File: config.mk
export PLATFORM = sky130hd
export DESIGN_NAME = sapd_recip
export DESIGN_NICKNAME = d
export VERILOG_FILES = /design/src/rtl/sapd_pkg.sv /design/src/rtl/sapd_recip.sv
export SDC_FILE = /design/constraint.sdc
export NUM_CORES = 1
export LEC_CHECK = 0
export BUFFER_PORTS_ARGS = -buffer_cell sky130_fd_sc_hd__buf_2
export CAP_MARGIN = 20
export CORE_ASPECT_RATIO = 0.75
export CORE_UTILIZATION = 60
export CTS_BUF_LIST = sky130_fd_sc_hd__clkbuf_2
export DETAILED_ROUTE_END_ITERATION = 8
export GPL_ROUTABILITY_DRIVEN = 0
export HOLD_SLACK_MARGIN = 0.03
export PLACE_DENSITY = 0.87
export SLEW_MARGIN = 25
export SYNTH_ARGS = -nofsm -noshare
export SYNTH_HDL_FRONTEND = slang
export SYNTH_SLANG_ARGS = --single-unit
File: constraint.sdc
create_clock -name clk -period 5.2 [get_ports clk]
set_input_delay 1.56 -clock clk [delete_from_list [all_inputs] [get_ports clk]]
set_output_delay 1.56 -clock clk [all_outputs]
set_load 0.05 [all_outputs]
File: src/rtl/sapd_pkg.sv
package sapd_pkg;

  localparam int BINS  = 1024;
  localparam int BIN_W = $clog2(BINS);

  // reciprocal of the second average divisor: floor(2^RECIP_SHIFT / d) + 1
  localparam int RECIP_SHIFT = 24;
  localparam int RECIP_W     = RECIP_SHIFT + 1;

  localparam int CFG_IDX_W = 2;

  localparam logic [CFG_IDX_W-1:0] CFG_DIVISOR = 2'd0;
  localparam logic [CFG_IDX_W-1:0] CFG_HANG    = 2'd1;
  localparam logic [CFG_IDX_W-1:0] CFG_STEP    = 2'd2;
  localparam logic [CFG_IDX_W-1:0] CFG_GROWTH  = 2'd3;

  localparam logic [7:0]  DIVISOR_RESET = 8'd4;
  localparam logic [15:0] STEP_RESET    = 16'd256;
  localparam logic [15:0] MULT_ONE      = 16'd256;
  localparam logic [15:0] MULT_MAX      = 16'hffff;
  localparam logic [15:0] LEVEL_MIN     = 16'h8000;

  typedef struct packed {
    logic [15:0] fa;
    logic [15:0] sa;
    logic [15:0] hl;
    logic [15:0] mu;
  } st_t;

  typedef struct packed {
    logic               busy;
    logic [RECIP_W-1:0] value;
  } recip_t;

endpackage

File: src/rtl/sapd_recip.sv
module sapd_recip
  import sapd_pkg::*;
(
  input  logic       clk,
  input  logic       rst_n,
  input  logic       start,
  input  logic [7:0] divisor,
  output recip_t     recip
);

  localparam int CNT_W = $clog2(RECIP_SHIFT + 1);

  logic               busy_r;
  logic [CNT_W-1:0]   cnt_r;
  logic [8:0]         rem_r;
  logic [RECIP_W-1:0] quo_r;
  logic [RECIP_W-1:0] val_r;

  logic [8:0]         d_eff;
  logic [8:0]         trial;
  logic               qbit;
  logic [8:0]         rem_nxt;
  logic [RECIP_W-1:0] quo_nxt;

  // a divisor of zero acts as one
  assign d_eff   = (divisor == 8'd0) ? 9'd1 : {1'b0, divisor};
  // dividend is a single one at bit RECIP_SHIFT, zeros below
  assign trial   = {rem_r[7:0], (cnt_r == CNT_W'(RECIP_SHIFT))};
  assign qbit    = (trial >= d_eff);
  assign rem_nxt = qbit ? (trial - d_eff) : trial;
  assign quo_nxt = {quo_r[RECIP_W-2:0], qbit};

  always_ff @(posedge clk) begin
    if (!rst_n) begin
      busy_r <= 1'b1;
      cnt_r  <= CNT_W'(RECIP_SHIFT);
    end else if (start) begin
      busy_r <= 1'b1;
      cnt_r  <= CNT_W'(RECIP_SHIFT);
    end else if (busy_r) begin
      cnt_r <= cnt_r - 1'b1;
      if (cnt_r == '0) begin
        busy_r <= 1'b0;
      end
    end
  end

  always_ff @(posedge clk) begin
    if (!rst_n || start) begin
      rem_r <= '0;
      quo_r <= '0;
    end else if (busy_r) begin
      rem_r <= rem_nxt;
      quo_r <= quo_nxt;
      if (cnt_r == '0) begin
        val_r <= quo_nxt + 1'b1;
      end
    end
  end

  assign recip.busy  = busy_r;
  assign recip.value = val_r;

endmodule
# --- After elaboration in Yosys (flattened, before gate mapping) ---
# Index checks and enable logic that the tools add are counted.
word_totals:
  ff_bits: 63
  wordCells: 22
op_classes:
  addsub: 3
  n_lt_le_gt_ge: 1
  n_eq_ne: 1
  n_mux: 4
  n_bitwise: 2
  reduce_logical: 6
op_table:
  columns: ["op", "n"]
  rows:
  - ["$add A25 B1 Y25 const B", 1]
  - ["$mux W8", 2]
  - ["$ge A9 B8 Y1", 1]
  - ["$logic_not A8 Y1", 1]
  - ["$sub A8 B8 Y8", 1]
  - ["$eq A5 B5 Y1 const B", 1]
  - ["$logic_not A5 Y1", 1]
  - ["$sub A5 B1 Y5 const B", 1]
  - ["$reduce_and A3 Y1", 1]
  - ["$mux W1", 2]
  - ["$not A1 Y1", 2]
  - ["$reduce_or A2 Y1", 1]
  - ["$logic_not A1 Y1", 1]
  - ["$logic_or A1 B1 Y1", 1]

# --- Depth between registers and ports, before layout ---
# Gate-level depths: netlist of the first run.
depth:
  word_depth: 4
  ltp_mapped: 14
  ltp_nobuf: 13

# --- Worst setup path after synthesis of the first run ---
# OpenSTA, ideal clock, no wires.
synth_timing:
  path_kind: "input-to-reg"
  startpoint: "input divisor[5]"
  endpoint: "register val_r[20] (data pin)"
  setup_ns: 0.258
  arrival_time_ns: 3.623
  slack_ns: 1.319
  stages: 13
  path_buffers: 1
  cell_sequence: "nor4_1 -> a41o_1 -> ha_1 -> nand2b_1 -> a21oi_1 -> o221a_2 -> nor2_1 -> inv_1 -> ha_1 -> and3_1 -> buf_4 -> nand4_1 -> xnor2_1"
synth_between:
  elab_chain_len: 4
synth_rtl:
  columns: ["item", "line", "source"]
  rows:
  - ["from (decl)", "sapd_recip.sv:7", "input logic [7:0] divisor,"]
  - ["$logic_not A8 Y1", "sapd_recip.sv:26", "assign d_eff = (divisor == 8'd0) ? 9'd1 : {1'b0, divisor};"]
  - ["$mux W8 (*)", "sapd_recip.sv:26", null]
  - ["$ge A9 B8 Y1 (*)", "sapd_recip.sv:29", "assign qbit = (trial >= d_eff);"]
  - ["named net qbit", "sapd_recip.sv:21", "logic qbit;"]
  - ["$add A25 B1 Y25 (*)", "sapd_recip.sv:56", "val_r <= quo_nxt + 1'b1;"]
  - ["to (signal assigned)", "sapd_recip.sv:56", null]
  - ["to (decl)", "sapd_recip.sv:17", "logic [RECIP_W-1:0] val_r;"]
# Mark *: on every way through the listed nets, which the timed path passes. The rest lies on a longest branch.
# A chain may end at the register's enable or synchronous reset.

# --- Worst setup path in the final report of the first run ---
# Same ends and word-level chain as after synthesis.

==> results.cfg, run 1 <==
[placed_design]
dp_cells = 420
port_buffers = 36
dp_hpwl_mm = 4.71

[synthesis]
syn_area_mm2 = 0.00321
synth_edf_count = 25
ys_async_sr_fraction_pct = 0
synth-main-ff-cell = dfxtp_1
synth_cell_type_count = 48
postSynthCellCount = 326
synth_seq_cells = 63
synth_fp_nets = 349
ys_warn_count = 0
ys_seq_area_share_pct = 47.0
syn_avg_cell_area_um2 = 9.86

[final_layout]
multiInputGateArea_mm2 = 0.00156
antennaDiodeCount = 0
fillCellCount = 375
layout_common_cells = 38 x nor2_1, 37 x dfxtp_1, 36 x buf_2, 25 x edfxtp_1, 24 x mux2i_1
final_common_cell = nor2_1
drive_above_1_share_pct = 17.1
register_area_mm2 = 0.00151
synthToLayoutAreaGrowth_pct = 10.2
finalNonFillerCells = 435
nets = 382

[status]
status = complete, no violations

[floorplan]
row_count = 22
die_area_mm2 = 0.00565
initial_core_util_pct = 64.1
die_h_um = 65.4
core_area_mm2 = 0.00501
die_w_um = 86.5
io_pins = 37

[detailed_routing]
drc = 0
via_per_inst = 5.93
num_vias = 2581
wl_per_cell_um = 15.5
antenna_left = 0
wl_mm = 6.75
drt_iter0_drc = 222
drt_first_pass_iters = 5

[power]
finalPower_mw = 0.850
power-per-cell-area_mw_per_mm2 = 240
leakage_nw = 1.58
ir_worst_vdd_v = 0.000177

[critical_path]
r2r_cells = 13
path_cells = buf_2 > nor4_1 > a41o_1 > ha_1 > nand2b_1 > a21oi_1 > o221a_2 > nor2_1 > inv_1 > ha_1 > and3_1 > nand4_1 > xnor2_1
cp_slowest_stage_delay_ns = 0.37
cp_num_buf_inv = 2
worst_ep_arrival_time_ns = 4.18
critical_path_depth = 13
path_delay_family = simple AND/OR/NAND/NOR gates
cp_data_required_time_ns = 5.45
cp_slowest_cell = nor4_1
start_kind = primary input
worst-path-max-fanout = 7
worstSetupPathType = primary input to flop
critPathLaunch = divisor[5]
endpoint_kind = flop
timing.rr.start = cnt_r[0]
cp_common_cell = ha_1
rrSetupSlack_ns = 1.88

[global_route]
grt_max_degree = 50
grt_first_pass_wirelength_mm = 10.9
overflow = 0
groute.usage.overall_pct = 25.8
antenna_found_initial = 0
grt_pass1_vias = 2352

[hold_path]
hold_path.class = flop to flop
worstHoldStart = cnt_r[1]
whs_path_depth = 2

[sta]
setup_viol = 0
timing.hold.ws_ns = 0.511
finalSetupTns_ns = 0
rsz0062_at_grt = false
slew_viol_final = 0
finalHoldViolCount = 0
finClkSkew_ns = 0.0127
worst_slew_pin_slew_ns = 0.942
layout_min_cycle_time_ns = 3.93
period_share_pct = 75.7
fmax_mhz = 254
max_slew_margin_pct = 37.0

[clock_tree]
cts_root_buf = clkbuf_2
post_cts_buffers = 0
clock_sinks = 63
clk_path_buf_depth = 2
ctsHoldBuffers = 0
cts_resized = 0
cts_tree = yes
htree_levels = 3
path_clk_slew_ns = 0.16
cts_buffers = 9
insertion_delay_ns = 0.49

[flow_run]
cap_violations = 0
cell type report:
cell class,count,area share [%]
clock buffers,10,1.41
clock inverters,5,1.41
inverters,13,1.38
multi-input cells,230,44.2
flip-flops and latches,63,42.7
well taps,72,2.54
repair buffers,42,6.36
registers in the layout (all words and copies together) (netlist names):
name    count
val_r      25
busy_r      1
cnt_r       5
quo_r      24
rem_r       8
worst reg2reg max path, stage by stage, from the launching register on:
cell,delay (ns)
dfxtp_1,0.37
inv_1,0.10
ha_1,0.17
nand4b_1,0.19
ha_1,0.29
nand2b_1,0.17
a21oi_1,0.27
o221a_2,0.32
nor2_1,0.10
inv_1,0.13
ha_1,0.28
and3_1,0.37
nand4_1,0.18
xnor2_1,0.16
stage by stage:
stage                     worst slack [ns]  instance area (µm²)  util, %
after floorplan                       1.32                 3210        -
after global placement                1.02                 3440     68.7
after detailed placement             0.776                 3440     68.7
after CTS                             1.31                 3540     70.7
after global routing                  1.15                 3540     70.7
final                                 1.27                 3540     70.7
kinds of logic (layout without fill, tap and decap cells):
kind of cell	after synthesis	after routing	share of synthesized area [%]
mux	24	24	7.48
simple gates	112	112	17.4
xor+xnor	29	29	7.91
flops	63	63	47.0
buf+inv	33	70	4.52
fa+ha+maj	12	12	4.91
compound gates	53	53	10.7
synth_stat cells (2+ instances only):
library cell | number | share of area, %
a211oi_1 | 4 | 0.93
xnor2_1 | 15 | 4.1
clkbuf_1 | 7 | 0.82
nand2_1 | 18 | 2.1
nand3_1 | 15 | 2.3
and4_1 | 2 | 0.55
nand3b_1 | 2 | 0.47
o211ai_1 | 3 | 0.70
dfxtp_1 | 38 | 24
xor2_1 | 14 | 3.8
a21o_1 | 3 | 0.70
edfxtp_1 | 25 | 23
and3_1 | 7 | 1.4
inv_1 | 13 | 1.5
a211o_1 | 2 | 0.55
nand2b_1 | 5 | 0.97
ha_1 | 11 | 4.3
a31oi_1 | 6 | 1.2
buf_1 | 2 | 0.23
mux2i_1 | 24 | 7.5
o21ai_0 | 10 | 1.6
nor2_1 | 39 | 4.6
buf_4 | 3 | 0.70
buf_2 | 7 | 1.1
a21oi_1 | 15 | 2.3
nor3b_1 | 3 | 0.70
nor3_1 | 2 | 0.31
nand4_1 | 11 | 2.1
metal layers:
| layer | wire length [µm] | up-vias | track usage (%) |
|---|---|---|---|
| met4 | 42 | 0 | 7.29 |
| met1 | 3050 | 1229 | 34.5 |
| met2 | 3100 | 113 | 39.1 |
| met5 | 0 | - | 0 |
| met3 | 565 | 6 | 9.80 |
| li1 | - | 1233 | - |
power by group:
group | total [mW] | switching [mW] | internal, mW
registers | 0.517 | 0.00369 | 0.513
clock network | 0.272 | 0.165 | 0.107
logic | 0.0618 | 0.0362 | 0.0256
total | 0.850 | 0.205 | 0.645
worst paths after layout:
path,to
worst max register to register,val_r[20]
worst min register to register,cnt_r[1]
worst min-delay path,cnt_r[1]
worst max-delay path,val_r[20]
(Power assumes the default switching activity.)
==> run 2, diff against run 1 <==
--- a/config.mk
+++ b/config.mk
@@ -5,6 +5,7 @@
 export SDC_FILE = /design/constraint.sdc
 export NUM_CORES = 1
 export LEC_CHECK = 0
+export ABC_AREA = 1
 export BUFFER_PORTS_ARGS = -buffer_cell sky130_fd_sc_hd__buf_2
 export CAP_MARGIN = 20
 export CORE_ASPECT_RATIO = 0.75
==> constraint.sdc (replaced) <==
create_clock -name clk -period 3.9 [get_ports clk]
set_input_delay 1.17 -clock clk [delete_from_list [all_inputs] [get_ports clk]]
set_output_delay 1.17 -clock clk [all_outputs]
set_load 0.05 [all_outputs]
==> results.cfg, run 2 <==
[flow_run]
cap_violations = 0

[final_layout]
regMostFlops = val_r
final_util_pct = 71.5
final_common_cell = nand2_1
synthToLayoutAreaGrowth_pct = 10.7
layout_common_cells = 87 x nand2_1, 49 x inv_1, 38 x a21oi_1, 38 x dfxtp_1, 36 x buf_2
antennaDiodeCount = 0
drive_above_1_share_pct = 16.3
fillCellCount = 387
largestRegisters = val_r (25), quo_r (24), rem_r (8)
nets = 461
largest_register_ffs = 25

[critical_path]
cp_slowest_stage_delay_ns = 0.29
worstSetupPathType = primary input to flop
r2r_cells = 20
worst_ep_arrival_time_ns = 3.55
cp_num_buf_inv = 2
cp_data_required_time_ns = 4.13
rrSetupSlack_ns = 0.82
endpoint_kind = flop
cp_slowest_cell = nor4_1
worst-path-max-fanout = 3
cp_common_cell = nor2_4
r2r_end = val_r[18]
start_kind = primary input
path_cells = buf_2 > nor4_1 > a41o_1 > ha_1 > inv_1 > nor2_1 > nand3_1 > nor2_1 > nor2_4 > nand2_4 > ha_1 > nand2_2 > nor3_4 > nand2_2 > nor2_4 > nand2_4 > nor2_4 > nand2_1 > xnor2_1
path_delay_family = simple AND/OR/NAND/NOR gates
timing.rr.start = cnt_r[0]

[detailed_routing]
wl_mm = 6.88
drc = 0
drt_iter0_drc = 265
num_vias = 2803
drt_first_pass_iters = 5
via_per_inst = 5.44
wl_per_cell_um = 13.3
antenna_left = 0

[synthesis]
yosys.area.top_type = dfxtp_1
synth_common_cells = 87 x nand2_1, 49 x inv_1, 38 x a21oi_1, 38 x dfxtp_1
postSynthCellCount = 396
yosys.area.top_type_share_pct = 23.4
ys_seq_area_share_pct = 46.5
synth_edf_count = 25
synth_fp_nets = 419
syn_avg_cell_area_um2 = 8.21
syn_area_mm2 = 0.00325
synthTopCellsByArea = dfxtp_1 23%, edfxtp_1 23%, nand2_1 10%, a21oi_1 5.8%, inv_1 5.7%
synth.most_common_cell = nand2_1
ys_warn_count = 0
synth-main-ff-cell = dfxtp_1
ys_async_sr_fraction_pct = 0
synth_seq_cells = 63
synth_cell_type_count = 30

[sta]
finClkSkew_ns = 0.00988
layout_min_cycle_time_ns = 3.32
fmax_mhz = 301
period_share_pct = 85.1
finalHoldViolCount = 0
max_slew_margin_pct = 37.3
setup_viol = 0
worst_slew_pin_slew_ns = 0.940
timing.hold.ws_ns = 0.506
slew_viol_final = 0
finalSetupTns_ns = 0
rsz0062_at_grt = false

[floorplan]
io_pins = 37
row_count = 22
initial_core_util_pct = 64.6
die_h_um = 65.8
die_area_mm2 = 0.00572
die_w_um = 87.0
core_area_mm2 = 0.00504

[clock_tree]
htree_levels = 3
cts_resized = 0
post_cts_buffers = 0
ctsHoldBuffers = 0
cts_buffers = 9
cts_root_buf = clkbuf_2
cts_tree = yes
insertion_delay_ns = 0.46
clk_path_buf_depth = 2
clock_sinks = 63
path_clk_slew_ns = 0.15

[hold_path]
worstHoldStart = rem_r[5]
hold_path.class = flop to flop
holdPathEnd = rem_r[5]
whs_path_depth = 2

[global_route]
overflow = 0
grt_first_pass_wirelength_mm = 11.4
grt_max_degree = 35
grt_pass1_vias = 2449
antenna_found_initial = 0
groute.usage.overall_pct = 26.6

[power]
ir_worst_vdd_v = 0.000182
leakage_nw = 1.59
power-per-cell-area_mw_per_mm2 = 306

[placed_design]
port_buffers = 36
dp_hpwl_mm = 4.99

[status]
status = complete, no violations
-- run 2: cell count changes after synthesis, sizes merged, moves of 9 or more --
cell,change
inv,+36
a21oi,+22
o21ai,+15
mux2i,-24
nand2,+76
nor2,-12
nand3,+9
-- run 2: routing by layer --
layer | track usage, % | up-vias | wire [µm]
li1 | - | 1391 | -
met1 | 36.2 | 1280 | 3160
met2 | 40.1 | 122 | 3030
met3 | 8.67 | 10 | 606
met4 | 8.33 | 0 | 78
met5 | 0 | - | 0
-- run 2: cells by family (layout without fill, tap and decap cells) --
kind of cell	count (synthesis)	in the layout	synth area share, %
buf+inv	62	109	7.54
fa+ha+maj	12	12	4.85
simple gates	174	174	25.5
compound gates	64	64	10.0
flops	63	63	46.5
xor+xnor	21	21	5.66
-- run 2: stage by stage --
| stage | area [µm²] | power (mW) | worst slack (ns) | cells |
|---|---|---|---|---|
| 2_1_floorplan | 3250 | 0.782 | 0.0968 | 396 |
| 3_3_place_gp | 3520 | 0.806 | 0.199 | 499 |
| 3_5_place_dp | 3520 | 0.810 | 0.0811 | 499 |
| 4_1_cts | 3600 | 1.11 | 0.630 | 515 |
| 5_1_grt | 3600 | 1.14 | 0.331 | 515 |
| 6_report | 3600 | 1.10 | 0.581 | 515 |
-- run 2: how the worst max path moves through the flow --
stage	from	endpoint	slack, ns	cells after the start
2_1_floorplan	rst_n	val_r[0]	0.1	4
3_3_place_gp	divisor[1]	val_r[18]	0.20	19
3_5_place_dp	divisor[1]	val_r[18]	0.08	19
4_1_cts	divisor[1]	val_r[18]	0.63	19
5_1_grt	divisor[1]	val_r[18]	0.33	19
6_report	divisor[1]	val_r[18]	0.58	19
-- run 2: tightest hold or removal path: stages (launching register included) --
cell and delay (ns):
dfxtp_1 0.35, nand2_1 0.07, a21oi_1 0.06
-- run 2: cell type report --
class                           instances  area [µm²]  area share, %
Clock buffer                           13        65.1           1.81
Multi-Input combinational cell        271        1500           41.7
Inverter                               50         188           5.21
Timing Repair Buffer                   43         233           6.47
Tap cell                               72        90.1           2.50
Clock inverter                          3        12.5          0.348
Sequential cell                        63        1510           42.0
-- run 2: where the power goes --
part | total (mW) | internal, mW | switching [mW]
Combinational | 0.107 | 0.0420 | 0.0650
Sequential | 0.691 | 0.686 | 0.00494
Clock | 0.303 | 0.0902 | 0.212
